==> src/hdl/bpfm_pkg.sv <==
package bpfm_pkg;

	localparam int POOL_SIZE = 16;
	localparam int IDX_W = (POOL_SIZE > 1) ? $clog2(POOL_SIZE) : 1;
	localparam int CNT_W = $clog2(POOL_SIZE + 1);
	localparam int TAG_W = 32;
	localparam int PIN_W = 16;

	localparam logic [TAG_W-1:0] PAGE_INVALID = '1;
	localparam logic [PIN_W-1:0] PIN_MAX = '1;

	localparam logic [2:0] K_FETCH = 3'd0;
	localparam logic [2:0] K_NEW = 3'd1;
	localparam logic [2:0] K_UNPIN = 3'd2;
	localparam logic [2:0] K_FLUSH = 3'd3;
	localparam logic [2:0] K_FLUSHALL = 3'd4;

	localparam logic [1:0] ST_OK = 2'd0;
	localparam logic [1:0] ST_REFUSED = 2'd1;
	localparam logic [1:0] ST_FULL = 2'd2;

	localparam logic [1:0] OP_NONE = 2'd0;
	localparam logic [1:0] OP_READ = 2'd1;
	localparam logic [1:0] OP_WRITE = 2'd2;

	typedef struct packed {
		logic [2:0] kind;
		logic signed [31:0] page_id;
		logic dirty_flag;
	} req_t;

	typedef struct packed {
		logic [1:0] status;
		logic [3:0] frame;
		logic [1:0] disk_op;
		logic signed [31:0] disk_page;
		logic last;
	} res_t;

	typedef enum logic [2:0] {
		C_NONE,
		C_HIT,
		C_INSTALL,
		C_UNPIN,
		C_FLUSH
	} cell_op_t;

	// broadcast from the controller to every cell
	typedef struct packed {
		cell_op_t op;
		logic [IDX_W-1:0] idx;
		logic [TAG_W-1:0] page;
		logic dflag;
		logic rm_en;
		logic [IDX_W-1:0] rm_rank;
		logic [IDX_W-1:0] add_rank;
		logic start;
		logic scan_adv;
	} cell_cmd_t;

	typedef struct packed {
		logic match;
		logic valid;
		logic dirty;
		logic pin_zero;
		logic member;
		logic [IDX_W-1:0] rank;
		logic [TAG_W-1:0] tag;
		logic tok;
		logic want;
	} cell_st_t;

endpackage

==> src/hdl/buffer_pool_frame_manager.sv <==
// channel | signals                  | direction | payload
// req     | req_valid, req_stall     | in        | req_t kind, page_id, dirty_flag
// res     | res_valid, res_stall     | out       | res_t status, frame, disk_op, disk_page, last
// one request at a time: accept, tag compare in the cells, decide, then emit
// answer only (hit, unpin, refused, pool full): the answer item alone; a disk item goes
// before it, and an eviction write-back before the disk item
// flush all: a token walks through every cell; write-backs go out as it passes
// reset clears all frames at once; no clearing pass
// a stalled result holds the emit state; the cells wait with it
module buffer_pool_frame_manager
	import bpfm_pkg::*;
(
	input  logic clk,
	input  logic arst_n,
	input  logic req_valid,
	output logic req_stall,
	input  req_t req,
	output logic res_valid,
	input  logic res_stall,
	output res_t res
);

	cell_cmd_t cmd;
	cell_st_t cst [POOL_SIZE];
	logic [POOL_SIZE:0] tok;
	logic [POOL_SIZE-1:0] tok_vec;
	logic [POOL_SIZE-1:0] vic_vec;

	assign tok[0] = cmd.start;

	for (genvar g = 0; g < POOL_SIZE; g++) begin : g_cell
		bpfm_cell u_cell (
			.clk(clk),
			.arst_n(arst_n),
			.my_idx(IDX_W'(g)),
			.cmd(cmd),
			.tok_in(tok[g]),
			.tok_out(tok[g+1]),
			.st(cst[g])
		);
		assign tok_vec[g] = cst[g].tok;
		assign vic_vec[g] = cst[g].member && (cst[g].rank == '0);
	end

	bpfm_ctrl u_ctrl (
		.clk(clk),
		.arst_n(arst_n),
		.req_valid(req_valid),
		.req_stall(req_stall),
		.req(req),
		.res_valid(res_valid),
		.res_stall(res_stall),
		.res(res),
		.cst(cst),
		.scan_end(tok[POOL_SIZE]),
		.cmd(cmd)
	);

	a_tok_single: assert property (@(posedge clk) disable iff (!arst_n)
		$onehot0(tok_vec))
		else $error("more than one scan token in the chain");

	a_lru_head: assert property (@(posedge clk) disable iff (!arst_n)
		$onehot0(vic_vec))
		else $error("two frames hold the oldest lru rank");

endmodule

==> src/hdl/bpfm_cell.sv <==
module bpfm_cell
	import bpfm_pkg::*;
(
	input  logic clk,
	input  logic arst_n,
	input  logic [IDX_W-1:0] my_idx,
	input  cell_cmd_t cmd,
	input  logic tok_in,
	output logic tok_out,
	output cell_st_t st
);

	logic [TAG_W-1:0] tag_q;
	logic valid_q;
	logic dirty_q;
	logic [PIN_W-1:0] pin_q;
	logic member_q;
	logic [IDX_W-1:0] rank_q;
	logic tok_q;
	logic sel;
	logic want;

	assign sel = (cmd.idx == my_idx);
	assign want = tok_q && valid_q && dirty_q && (tag_q != PAGE_INVALID);

	always_ff @(posedge clk or negedge arst_n) begin
		if (!arst_n) begin
			tag_q <= '0;
			valid_q <= 1'b0;
			dirty_q <= 1'b0;
			pin_q <= '0;
			member_q <= 1'b0;
			rank_q <= '0;
			tok_q <= 1'b0;
		end else begin
			if (cmd.start || cmd.scan_adv) begin
				tok_q <= tok_in;
			end
			if (want && cmd.scan_adv) begin
				dirty_q <= 1'b0;
			end
			// close the gap left by a frame leaving the lru order
			if (cmd.rm_en && member_q && rank_q > cmd.rm_rank) begin
				rank_q <= rank_q - IDX_W'(1);
			end
			if (sel) begin
				case (cmd.op)
					C_HIT: begin
						member_q <= 1'b0;
						rank_q <= '0;
						if (pin_q != PIN_MAX) begin
							pin_q <= pin_q + PIN_W'(1);
						end
					end
					C_INSTALL: begin
						member_q <= 1'b0;
						rank_q <= '0;
						pin_q <= PIN_W'(1);
						tag_q <= cmd.page;
						valid_q <= 1'b1;
						dirty_q <= 1'b0;
					end
					C_UNPIN: begin
						if (cmd.dflag) begin
							dirty_q <= 1'b1;
						end
						if (pin_q != '0) begin
							pin_q <= pin_q - PIN_W'(1);
							if (pin_q == PIN_W'(1) && !member_q) begin
								member_q <= 1'b1;
								rank_q <= cmd.add_rank;
							end
						end
					end
					C_FLUSH: begin
						dirty_q <= 1'b0;
					end
					default: begin
					end
				endcase
			end
		end
	end

	assign tok_out = tok_q;
	assign st.match = valid_q && (tag_q == cmd.page);
	assign st.valid = valid_q;
	assign st.dirty = dirty_q;
	assign st.pin_zero = (pin_q == '0);
	assign st.member = member_q;
	assign st.rank = rank_q;
	assign st.tag = tag_q;
	assign st.tok = tok_q;
	assign st.want = want;

endmodule

==> src/hdl/bpfm_ctrl.sv <==
module bpfm_ctrl
	import bpfm_pkg::*;
(
	input  logic clk,
	input  logic arst_n,
	input  logic req_valid,
	output logic req_stall,
	input  req_t req,
	output logic res_valid,
	input  logic res_stall,
	output res_t res,
	input  cell_st_t cst [POOL_SIZE],
	input  logic scan_end,
	output cell_cmd_t cmd
);

	typedef enum logic [2:0] {
		S_IDLE,
		S_LOOK,
		S_DECIDE,
		S_SCAN,
		S_WB,
		S_DISK,
		S_ANS
	} state_t;

	state_t state_q;
	logic [2:0] kind_q;
	logic [TAG_W-1:0] page_q;
	logic dflag_q;
	logic hit_q;
	logic [IDX_W-1:0] idx_q;
	logic vic_q;
	logic [IDX_W-1:0] vidx_q;
	logic unp_q;
	logic [CNT_W-1:0] free_q;
	logic [TAG_W-1:0] wb_tag_q;
	logic op_pend_q;
	logic [1:0] op_q;
	logic [1:0] st_q;
	logic [IDX_W-1:0] frame_q;
	logic res_valid_q;
	res_t res_q;

	logic slot_free;
	logic emit_c;
	logic hit_c;
	logic [IDX_W-1:0] idx_c;
	logic vic_c;
	logic [IDX_W-1:0] vidx_c;
	logic unp_c;
	logic want_any;
	logic [TAG_W-1:0] scan_tag;
	logic [POOL_SIZE-1:0] member_vec;

	logic [IDX_W-1:0] tgt;
	logic d_wb;
	logic d_op_pend;
	logic [1:0] d_op;
	logic [1:0] d_st;
	logic [IDX_W-1:0] d_frame;
	logic d_free_dec;
	logic d_scan;

	assign slot_free = !res_valid_q || !res_stall;

	// a result item is loaded in this cycle
	assign emit_c = slot_free && ((state_q == S_SCAN && want_any) || state_q == S_WB ||
		state_q == S_DISK || state_q == S_ANS);

	// lowest index wins on a tag match, as for the victim
	always_comb begin
		hit_c = 1'b0;
		idx_c = '0;
		vic_c = 1'b0;
		vidx_c = '0;
		unp_c = 1'b0;
		want_any = 1'b0;
		scan_tag = '0;
		for (int i = POOL_SIZE - 1; i >= 0; i--) begin
			if (cst[i].match) begin
				hit_c = 1'b1;
				idx_c = IDX_W'(i);
			end
			if (cst[i].member && cst[i].rank == '0) begin
				vic_c = 1'b1;
				vidx_c = IDX_W'(i);
			end
			if (cst[i].pin_zero) begin
				unp_c = 1'b1;
			end
			if (cst[i].want) begin
				want_any = 1'b1;
				scan_tag = scan_tag | cst[i].tag;
			end
			member_vec[i] = cst[i].member;
		end
	end

	assign tgt = (free_q != '0) ? IDX_W'(free_q - CNT_W'(1)) : vidx_q;

	always_comb begin
		cmd = '0;
		cmd.op = C_NONE;
		cmd.page = page_q;
		cmd.dflag = dflag_q;
		cmd.add_rank = IDX_W'($countones(member_vec));
		cmd.scan_adv = (state_q == S_SCAN) && (!want_any || slot_free);
		d_wb = 1'b0;
		d_op_pend = 1'b0;
		d_op = OP_NONE;
		d_st = ST_REFUSED;
		d_frame = '0;
		d_free_dec = 1'b0;
		d_scan = 1'b0;
		if (state_q == S_DECIDE) begin
			case (kind_q)
				K_FETCH, K_NEW: begin
					if (kind_q == K_FETCH && hit_q) begin
						cmd.op = C_HIT;
						cmd.idx = idx_q;
						cmd.rm_en = cst[idx_q].member;
						cmd.rm_rank = cst[idx_q].rank;
						d_st = ST_OK;
						d_frame = idx_q;
					end else if ((kind_q == K_NEW && !unp_q) ||
							(free_q == '0 && !vic_q)) begin
						d_st = ST_FULL;
					end else begin
						cmd.op = C_INSTALL;
						cmd.idx = tgt;
						cmd.rm_en = cst[tgt].member;
						cmd.rm_rank = cst[tgt].rank;
						d_wb = (free_q == '0) && cst[tgt].valid && cst[tgt].dirty;
						d_free_dec = (free_q != '0);
						d_op_pend = 1'b1;
						d_op = (kind_q == K_FETCH) ? OP_READ : OP_WRITE;
						d_st = ST_OK;
						d_frame = tgt;
					end
				end
				K_UNPIN: begin
					if (hit_q) begin
						cmd.op = C_UNPIN;
						cmd.idx = idx_q;
						d_st = cst[idx_q].pin_zero ? ST_REFUSED : ST_OK;
					end
				end
				K_FLUSH: begin
					if (hit_q && page_q != PAGE_INVALID && cst[idx_q].dirty) begin
						cmd.op = C_FLUSH;
						cmd.idx = idx_q;
						d_op_pend = 1'b1;
						d_op = OP_WRITE;
						d_st = ST_OK;
					end
				end
				K_FLUSHALL: begin
					cmd.start = 1'b1;
					d_scan = 1'b1;
					d_st = ST_OK;
				end
				default: begin
				end
			endcase
		end
	end

	always_ff @(posedge clk or negedge arst_n) begin
		if (!arst_n) begin
			state_q <= S_IDLE;
			free_q <= CNT_W'(POOL_SIZE);
			res_valid_q <= 1'b0;
			hit_q <= 1'b0;
			vic_q <= 1'b0;
			unp_q <= 1'b0;
			op_pend_q <= 1'b0;
		end else begin
			if (emit_c) begin
				res_valid_q <= 1'b1;
			end else if (slot_free) begin
				res_valid_q <= 1'b0;
			end
			case (state_q)
				S_IDLE: begin
					if (req_valid) begin
						kind_q <= req.kind;
						page_q <= req.page_id;
						dflag_q <= req.dirty_flag;
						state_q <= S_LOOK;
					end
				end
				S_LOOK: begin
					hit_q <= hit_c;
					idx_q <= idx_c;
					vic_q <= vic_c;
					vidx_q <= vidx_c;
					unp_q <= unp_c;
					state_q <= S_DECIDE;
				end
				S_DECIDE: begin
					wb_tag_q <= cst[tgt].tag;
					op_pend_q <= d_op_pend;
					op_q <= d_op;
					st_q <= d_st;
					frame_q <= d_frame;
					if (d_free_dec) begin
						free_q <= free_q - CNT_W'(1);
					end
					if (d_scan) begin
						state_q <= S_SCAN;
					end else if (d_wb) begin
						state_q <= S_WB;
					end else if (d_op_pend) begin
						state_q <= S_DISK;
					end else begin
						state_q <= S_ANS;
					end
				end
				S_SCAN: begin
					if (want_any && slot_free) begin
						res_q <= '{ST_OK, 4'd0, OP_WRITE, scan_tag, 1'b0};
					end
					if (cmd.scan_adv && scan_end) begin
						state_q <= S_ANS;
					end
				end
				S_WB: begin
					if (slot_free) begin
						res_q <= '{ST_OK, 4'd0, OP_WRITE, wb_tag_q, 1'b0};
						state_q <= op_pend_q ? S_DISK : S_ANS;
					end
				end
				S_DISK: begin
					if (slot_free) begin
						res_q <= '{ST_OK, 4'd0, op_q, page_q, 1'b0};
						state_q <= S_ANS;
					end
				end
				S_ANS: begin
					if (slot_free) begin
						res_q <= '{st_q, 4'(frame_q), OP_NONE, 32'sd0, 1'b1};
						state_q <= S_IDLE;
					end
				end
				default: begin
					state_q <= S_IDLE;
				end
			endcase
		end
	end

	assign req_stall = (state_q != S_IDLE);
	assign res_valid = res_valid_q;
	assign res = res_q;

	a_free_range: assert property (@(posedge clk) disable iff (!arst_n)
		free_q <= CNT_W'(POOL_SIZE))
		else $error("free count above pool size");

	a_wb_only_evict: assert property (@(posedge clk) disable iff (!arst_n)
		(state_q == S_DECIDE && d_wb) |-> (free_q == '0 && vic_q))
		else $error("write-back without an eviction");

endmodule
==> config.mk <==
export PLATFORM = sky130hd
export DESIGN_NAME = buffer_pool_frame_manager
export DESIGN_NICKNAME = d
export VERILOG_FILES = /design/src/hdl/bpfm_pkg.sv /design/src/hdl/buffer_pool_frame_manager.sv /design/src/hdl/bpfm_cell.sv /design/src/hdl/bpfm_ctrl.sv
export SDC_FILE = /design/constraint.sdc
export NUM_CORES = 2
export LEC_CHECK = 0
export ABC_CLOCK_PERIOD_IN_PS = 8500
export CORE_MARGIN = 10
export CORE_UTILIZATION = 39
export DETAILED_ROUTE_END_ITERATION = 16
export DONT_BUFFER_PORTS = 1
export HOLD_SLACK_MARGIN = 0.1
export PLACE_DENSITY = 0.54
export SLEW_MARGIN = 5
export SYNTH_ARGS = -nofsm -noshare
export SYNTH_HDL_FRONTEND = slang
export SYNTH_SLANG_ARGS = --single-unit
==> constraint.sdc <==
create_clock -name clk -period 8.5 [get_ports clk]
set_clock_uncertainty 0.2 [all_clocks]
set_input_delay 0.425 -clock clk [delete_from_list [all_inputs] [get_ports clk]]
set_output_delay 0.425 -clock clk [all_outputs]
set_load 0.01 [all_outputs]
== Yosys cells after proc, flatten, opt, wreduce, memory -nomap -nowiden ==
Cells that the tools add are included.

* Word-level logic and storage cells: 1103
* Output and inout bits: 43
* Bits in registers: 1034

* Magnitude comparators: 18
* $add $sub $neg: 64
* Reductions and logical operators: 305
* Multiplexer cells: 412
* Bitwise operators: 17
* Eq/ne operators: 148

{| class="wikitable"
|+ Operators by type and width
! operator !! count
|-
| 16-bit one-hot mux with 3 select lines || 16
|-
| 32-bit != test, second input constant || 17
|-
| 32-bit == test || 16
|-
| 16-bit two-way mux || 32
|-
| 32-bit two-way mux || 16
|-
| 32-bit bitwise OR || 15
|-
| 43-bit binary-select mux with 4-bit select || 2
|-
| 4-bit two-way mux || 83
|-
| 16-bit by 1-bit adder with 16-bit output, second input constant || 16
|-
| 16-bit by 1-bit == test with 1-bit output, second input constant || 16
|-
| 16-bit zero test || 16
|-
| 16-bit != test, second input constant || 16
|-
| 16-bit nonzero test || 16
|-
| 16-bit by 1-bit subtractor with 16-bit output, second input constant || 16
|-
| 41-bit two-way mux || 6
|-
| 1-bit two-way mux || 164
|-
| 41-bit one-hot mux with 4 select lines || 1
|-
| 1-bit logical AND || 156
|-
| 4-bit one-hot mux with 2 select lines || 16
|-
| 4-bit AND reduction || 32
|-
| 2-bit by 1-bit != test with 1-bit output, second input constant || 51
|-
| 42-bit two-way mux || 2
|-
| 4-bit zero test || 17
|-
| 1-bit one-hot mux with 2 select lines || 33
|-
| other kinds (39) || 193
|}

== Longest topological paths before layout ==
* Depth after elaboration: 36
* Mapped depth: 22

== Hierarchy ==
A second synthesis with hierarchy kept.

* Cell total of the unflattened synthesis: 8139
* Area total of the unflattened synthesis: 74079.8 um^2

{| class="wikitable"
|+ By module, submodules not included
! module !! sequential area each (um^2) !! area each (um^2) !! times used !! cells each
|-
| bpfm_cell at g_cell[0].u_cell ... || 1401.3 || 3628.5 || 13 || 387
|-
| bpfm_ctrl || 4080.2 || 15758.9 || 1 || 1972
|-
| bpfm_cell at g_cell[7].u_cell ... || 1401.3 || 3802.4 || 2 || 386
|-
| bpfm_cell at g_cell[9].u_cell || 1401.3 || 3538.4 || 1 || 362
|-
| buffer_pool_frame_manager || 0.0 || 7.5 || 1 || 2
|}

== Least setup slack after synthesis ==
OpenSTA, ideal clock, no wires.

* Path kind: register to register
* Start point: reg u_ctrl.free_q[0]
* End point: reg g_cell[7].u_cell.rank_q[1]
* Stages on the path, launching flop included: 20
* Setup slack: 2.466 ns
* Clock period less this slack: 6.034 ns
* Buffers on the path: 3
* Arrival: 5.713 ns
* Cells stage by stage: dfrtp_1 inv_1 ha_1 nor4b_2 mux2i_1 clkbuf_1 buf_2 buf_1 mux4_2 a211oi_1 a21oi_1 a22oi_1 nor4_1 ha_1 nor2b_1 o21a_1 o21a_1 o2111ai_1 mux2i_1 a22o_1

* Longest elaborated chain between the ends: 17
* Elaborated cells on any way between the ends: 31

{| class="wikitable"
|+ RTL lines
! what !! line !! RTL
|-
| start, declared || bpfm_ctrl.sv:36 || <nowiki>logic [CNT_W-1:0] free_q;</nowiki>
|-
| start signal, assigned || bpfm_ctrl.sv:172 || <nowiki>free_q <= CNT_W'(POOL_SIZE);</nowiki>
|-
| start signal, assigned || bpfm_ctrl.sv:208 || <nowiki>free_q <= free_q - CNT_W'(1);</nowiki>
|-
| 5-bit by 1-bit subtractor with 5-bit output or 5-bit nonzero test (tied branches) || bpfm_ctrl.sv:100 || <nowiki>assign tgt = (free_q != '0) ? IDX_W'(free_q - CNT_W'(1)) : vidx_q;</nowiki>
|-
| 4-bit two-way mux || bpfm_ctrl.sv:100 ||
|-
| 4-bit inverter with 5-bit output (not written as such) || bpfm_ctrl.sv:132, bpfm_ctrl.sv:133 ||
|-
| 43-bit binary-select mux with 4-bit select || bpfm_ctrl.sv:132, bpfm_ctrl.sv:133 ||
|-
| 42-bit two-way mux || - ||
|-
| 42-bit two-way mux (not written as such) || bpfm_ctrl.sv:133 || <nowiki>cmd.rm_rank = cst[tgt].rank;</nowiki>
|-
| 5-bit two-way mux || bpfm_ctrl.sv:126 || <nowiki>end else if ((kind_q == K_NEW && !unp_q) ||</nowiki>
|-
| 5-bit two-way mux || bpfm_ctrl.sv:119 || <nowiki>if (kind_q == K_FETCH && hit_q) begin</nowiki>
|-
| 5-bit two-way mux || bpfm_ctrl.sv:117 || <nowiki>case (kind_q)</nowiki>
|-
| 5-bit two-way mux || bpfm_ctrl.sv:116 || <nowiki>if (state_q == S_DECIDE) begin</nowiki>
|-
| 4-bit greater-than comparator or 1-bit logical AND (tied branches) || bpfm_cell.sv:43 || <nowiki>if (cmd.rm_en && member_q && rank_q > cmd.rm_rank) begin</nowiki>
|-
| 1-bit logical AND || bpfm_cell.sv:43 ||
|-
| 4-bit two-way mux || bpfm_cell.sv:43 ||
|-
| 4-bit two-way mux || bpfm_cell.sv:69 || <nowiki>if (pin_q == PIN_W'(1) && !member_q) begin</nowiki>
|-
| 4-bit two-way mux || bpfm_cell.sv:67 || <nowiki>if (pin_q != '0) begin</nowiki>
|-
| 4-bit one-hot mux with 2 select lines || bpfm_cell.sv:47 || <nowiki>case (cmd.op)</nowiki>
|-
| 4-bit two-way mux * || bpfm_cell.sv:46 || <nowiki>if (sel) begin</nowiki>
|-
| end signal, assigned || bpfm_cell.sv:44 || <nowiki>rank_q <= rank_q - IDX_W'(1);</nowiki>
|-
| end signal, assigned || bpfm_cell.sv:71 || <nowiki>rank_q <= cmd.add_rank;</nowiki>
|-
| end, declared || bpfm_cell.sv:18 || <nowiki>logic [IDX_W-1:0] rank_q;</nowiki>
|}

Every way passes the cells marked *; elsewhere a longest branch is shown, timed or not. The select of a mux whose other input is x is not followed.
A chain may end at the register's enable or synchronous reset.

== Worst setup path in the final report ==
Same ends and word-level chain as after synthesis.

==> qor.csv <==
stage,metric,value,unit
timing,final.setup.tns,0,ns
timing,final_report_hold_violation_count,0,
layout,fillers,16700,
outcome,run_status,"complete, but fails checks",
setup_path,r2r_setup_slack,2.20,ns
floorplanning,floorplan.initialDensity,0.392,
route,drt-initial-drc-count,9320,
placed_design,globalplace.congestion,1.13,
synth,syn-mean-instance-area,9.88,µm²
timing,max_slew_violation_count,4,
setup_path,setup.worst_path.end_class,flip-flop,
floorplanning,dieWidth,440,µm
power_and_ir_drop,power_per_cell_area,187,nW/µm²
grt,met3_usage_grt,0.102,
grt,grt_util_met2,0.447,
cts,clkSinkCount,1034,
route,drc_errors,0,
timing,final.period_utilization,0.741,
cts,insertion_delay,0.82,ns
grt,track_usage,0.311,
timing,clock.fmax,159,MHz
placed_design,detailed_place.area,71000,µm²
setup_path,cp_top_family,simple AND/OR/NAND/NOR gates,
grt,grtUsageMet1,0.407,
floorplanning,fp.dieArea,194000,µm²
layout,multi_input_area,39900,µm²
setup_path,critPathArrivalTime,6.77,ns
layout,area.sequential,26500,µm²
timing,rsz0062_at_grt,no,
route,route.vias.total,63400,
layout,stdcell_area,76500,µm²
setup_path,path_max_fanout,16,
synth,ys_top_cells_by_count,"sky130_fd_sc_hd__dfrtp_1 (908), sky130_fd_sc_hd__mux2_2 (517), sky130_fd_sc_hd__nand2_1 (424), sky130_fd_sc_hd__xnor2_1 (409), sky130_fd_sc_hd__a21oi_1 (408)",
timing,final_setup_violations,0,
cts,cts_tree,built,
layout,layout-drive-gt1-share,0.170,
setup_path,critical_path.slowest_cell,sky130_fd_sc_hd__mux2i_2,
route,drt-vias-per-instance,6.90,
grt,top_usage_layer,met2,
floorplanning,row_count,154,
setup_path,crit_path_start_kind,flip-flop,
grt,grt_pass1_vias,59000,
synth,synth.cell_area,68800,µm²
synth,ys_dominant_reg_cell,sky130_fd_sc_hd__dfrtp_1,
placed_design,portBuffers,0,
route,wl_per_cell,34.0,µm
synth,postSynthCellCount,6961,
route,first_pass_iters,10,
cts,cts_root_buf,sky130_fd_sc_hd__clkbuf_16,
synth,synth_enable_flop_cells,125,
synth,synth_seq_area_share,0.385,
setup_path,critical_path_buf_inv_count,1,
route,drt-total-wl,313,mm
floorplanning,coreArea,176000,µm²
synth,yosys_register_bits,1034,
floorplanning,die_h,440,µm
hold_path,holdCritPathClass,flip-flop to flip-flop,
cts,cts_made_buffers,130,
synth,synth-async-reset-ratio,0.879,
grt,number_of_antenna_violations_at_the_first_check_in_global_routing,17,
cts,clk_pin_slew_worst_paths,0.06,ns
route,drt.antenna.violating_nets,0,
synth,synth_top_cells_by_area,"sky130_fd_sc_hd__dfrtp_1 (33%), sky130_fd_sc_hd__mux2_2 (8.5%), sky130_fd_sc_hd__mux4_2 (5.9%)",
synth,postSynthNetCount,7170,
cts,ctsResizeCount,0,
cts,htreeDepth,4,
power_and_ir_drop,leakagePower,0.0308,µW
synth,synth.yosys.warnings,0,
setup_path,cp.required,8.97,ns
power_and_ir_drop,peakVddDrop,0.175,mV
timing,tightestPinTransition,1.58,ns
grt,maximum_number_of_pins_on_one_net_before_global_route_repair,229,
grt,grt_first_pass_wirelength,445,mm
run,max-cap-violations,2,
timing,final.min_clock_period,6.30,ns
timing,slew_headroom,-0.0640,
layout,design.final.nets,6947,
setup_path,critical_path.cell_chain,inv_1 -> ha_1 -> or4b_1 -> mux2i_2 -> mux4_2 -> nor2b_1 -> a211oi_1 -> a21oi_1 -> a22o_1 -> nand3_1 -> ha_1 -> o21a_1 -> o21a_1 -> o2111ai_1 -> mux2i_1 -> a22o_1,
grt,grt_overflow,0,
outcome,violations,"max-capacitance violations, max-slew violations",
floorplanning,design.portCount,83,
synth,synth_area_leader_cell,sky130_fd_sc_hd__dfrtp_1,
synth,synth.top_cell.area_share,0.330,
setup_path,cpPeakStageDelay,0.93,ns
placed_design,place.detailed.hpwl,208,mm
synth,yosys.cell_count.top_type,sky130_fd_sc_hd__dfrtp_1,
synth,yosys.cell_types.count,99,
setup_path,crit_type,flip-flop to flip-flop,
layout,area_growth,11.1,%
cts,max-clock-path-buffers,3,
-- state kept, by name, summed over array words and instances (netlist names), 3 cells and up --
name,count
g_cell.u_cell.tag_q,512
g_cell.u_cell.pin_q,256
g_cell.u_cell.rank_q,64
u_ctrl.res,41
u_ctrl.page_q,32
u_ctrl.wb_tag_q,32
g_cell.u_cell.dirty_q,16
g_cell.u_cell.member_q,16
g_cell.u_cell.tok_out,16
g_cell.u_cell.valid_q,16
u_ctrl.free_q,5
u_ctrl.frame_q,4
u_ctrl.idx_q,4
u_ctrl.vidx_q,4
u_ctrl.kind_q,3
u_ctrl.state_q,3
-- layout by cell type, fill, tap and decap left out, drive strengths merged, types with 41 or more instances in the layout --
cell and n:
clkbuf 170, nor2b 60, mux2i 48, xor2 161, edfxtp 125, and3 81, dlygate4sd3 76, o22ai 146
nand3 213, or3 53, nand4 325, nand2 431, mux4 180, a21oi 409, a221oi 80, nor4 142
nor2 340, dfrtp 908, xnor2 409, ha 158, mux2 528, a31oi 84, and2 41, a22o 48
a22oi 249, nor3 153, o21ai 360, o31ai 96, a211oi 56, inv 132, buf 137
-- report_power, final --
part / switching [µW] / internal [µW] / total [µW]
sequential: 385 / 5320 / 5700
combinational: 1700 / 745 / 2440
clock: 2440 / 3710 / 6150
-- cell families after synthesis --
| family | synth area share |
|---|---|
| XOR/XNOR | 0.0726 |
| adder cells (fa/ha/maj) | 0.0319 |
| AND/OR/NAND/NOR | 0.153 |
| AO/OA/AOI/OAI | 0.164 |
| multiplexers | 0.152 |
| flip-flops | 0.385 |
| buffers and inverters | 0.0407 |
-- final timing paths --
path / startpoint / end / cells after the start
setup / recovery: u_ctrl.free_q[0] / g_cell[7].u_cell.rank_q[1] / 16
max in group asynchronous: arst_n / g_cell[9].u_cell.tag_q[13] / 6
setup reg to reg: u_ctrl.free_q[0] / g_cell[7].u_cell.rank_q[1] / 16
min in group asynchronous: arst_n / g_cell[1].u_cell.pin_q[3] / 2
hold / removal: g_cell[13].u_cell.pin_q[15] / g_cell[13].u_cell.pin_q[15] / 1
hold reg to reg: g_cell[13].u_cell.pin_q[15] / g_cell[13].u_cell.pin_q[15] / 1
-- cell type report --
| cell class | count | area share |
|---|---|---|
| diodes | 9 | 0.000295 |
| clock buffers | 170 | 0.0476 |
| clock inverters | 67 | 0.0131 |
| inverters | 122 | 0.00599 |
| multi-input cells | 5237 | 0.522 |
| flip-flops and latches | 1034 | 0.347 |
| well taps | 2340 | 0.0383 |
| repair buffers | 213 | 0.0258 |
-- layer usage --
| layer | up-vias | part of all wire |
|---|---|---|
| li1 | 26100 | - |
| met2 | 4360 | 0.42 |
| met4 | 14 | 0.075 |
| met3 | 1190 | 0.12 |
| met1 | 31800 | 0.39 |
| met5 | - | 0.00044 |
-- through the flow --
stage | instances | power, µW | setup slack, ns | utilization | hold WS, ns
after global routing | 9186 | 14600 | 1.93 | 0.435 | 0.317
after CTS | 9182 | 14200 | 2.28 | 0.435 | 0.296
after global placement | 8869 | 8040 | 2.44 | 0.404 | -0.0702
after detailed placement | 8869 | 8050 | 2.30 | 0.404 | -0.0701
after floorplan | 6961 | 6940 | 2.47 | - | -0.0706
final | 9192 | 14300 | 2.20 | 0.435 | 0.295
-- timing repair --
item | CTS | global route
endpoints found under the hold margin | 181 | 0
buffers inserted | 0 | 0
hold buffers | 76 | 0
Power figures use the tool's default switching activity.
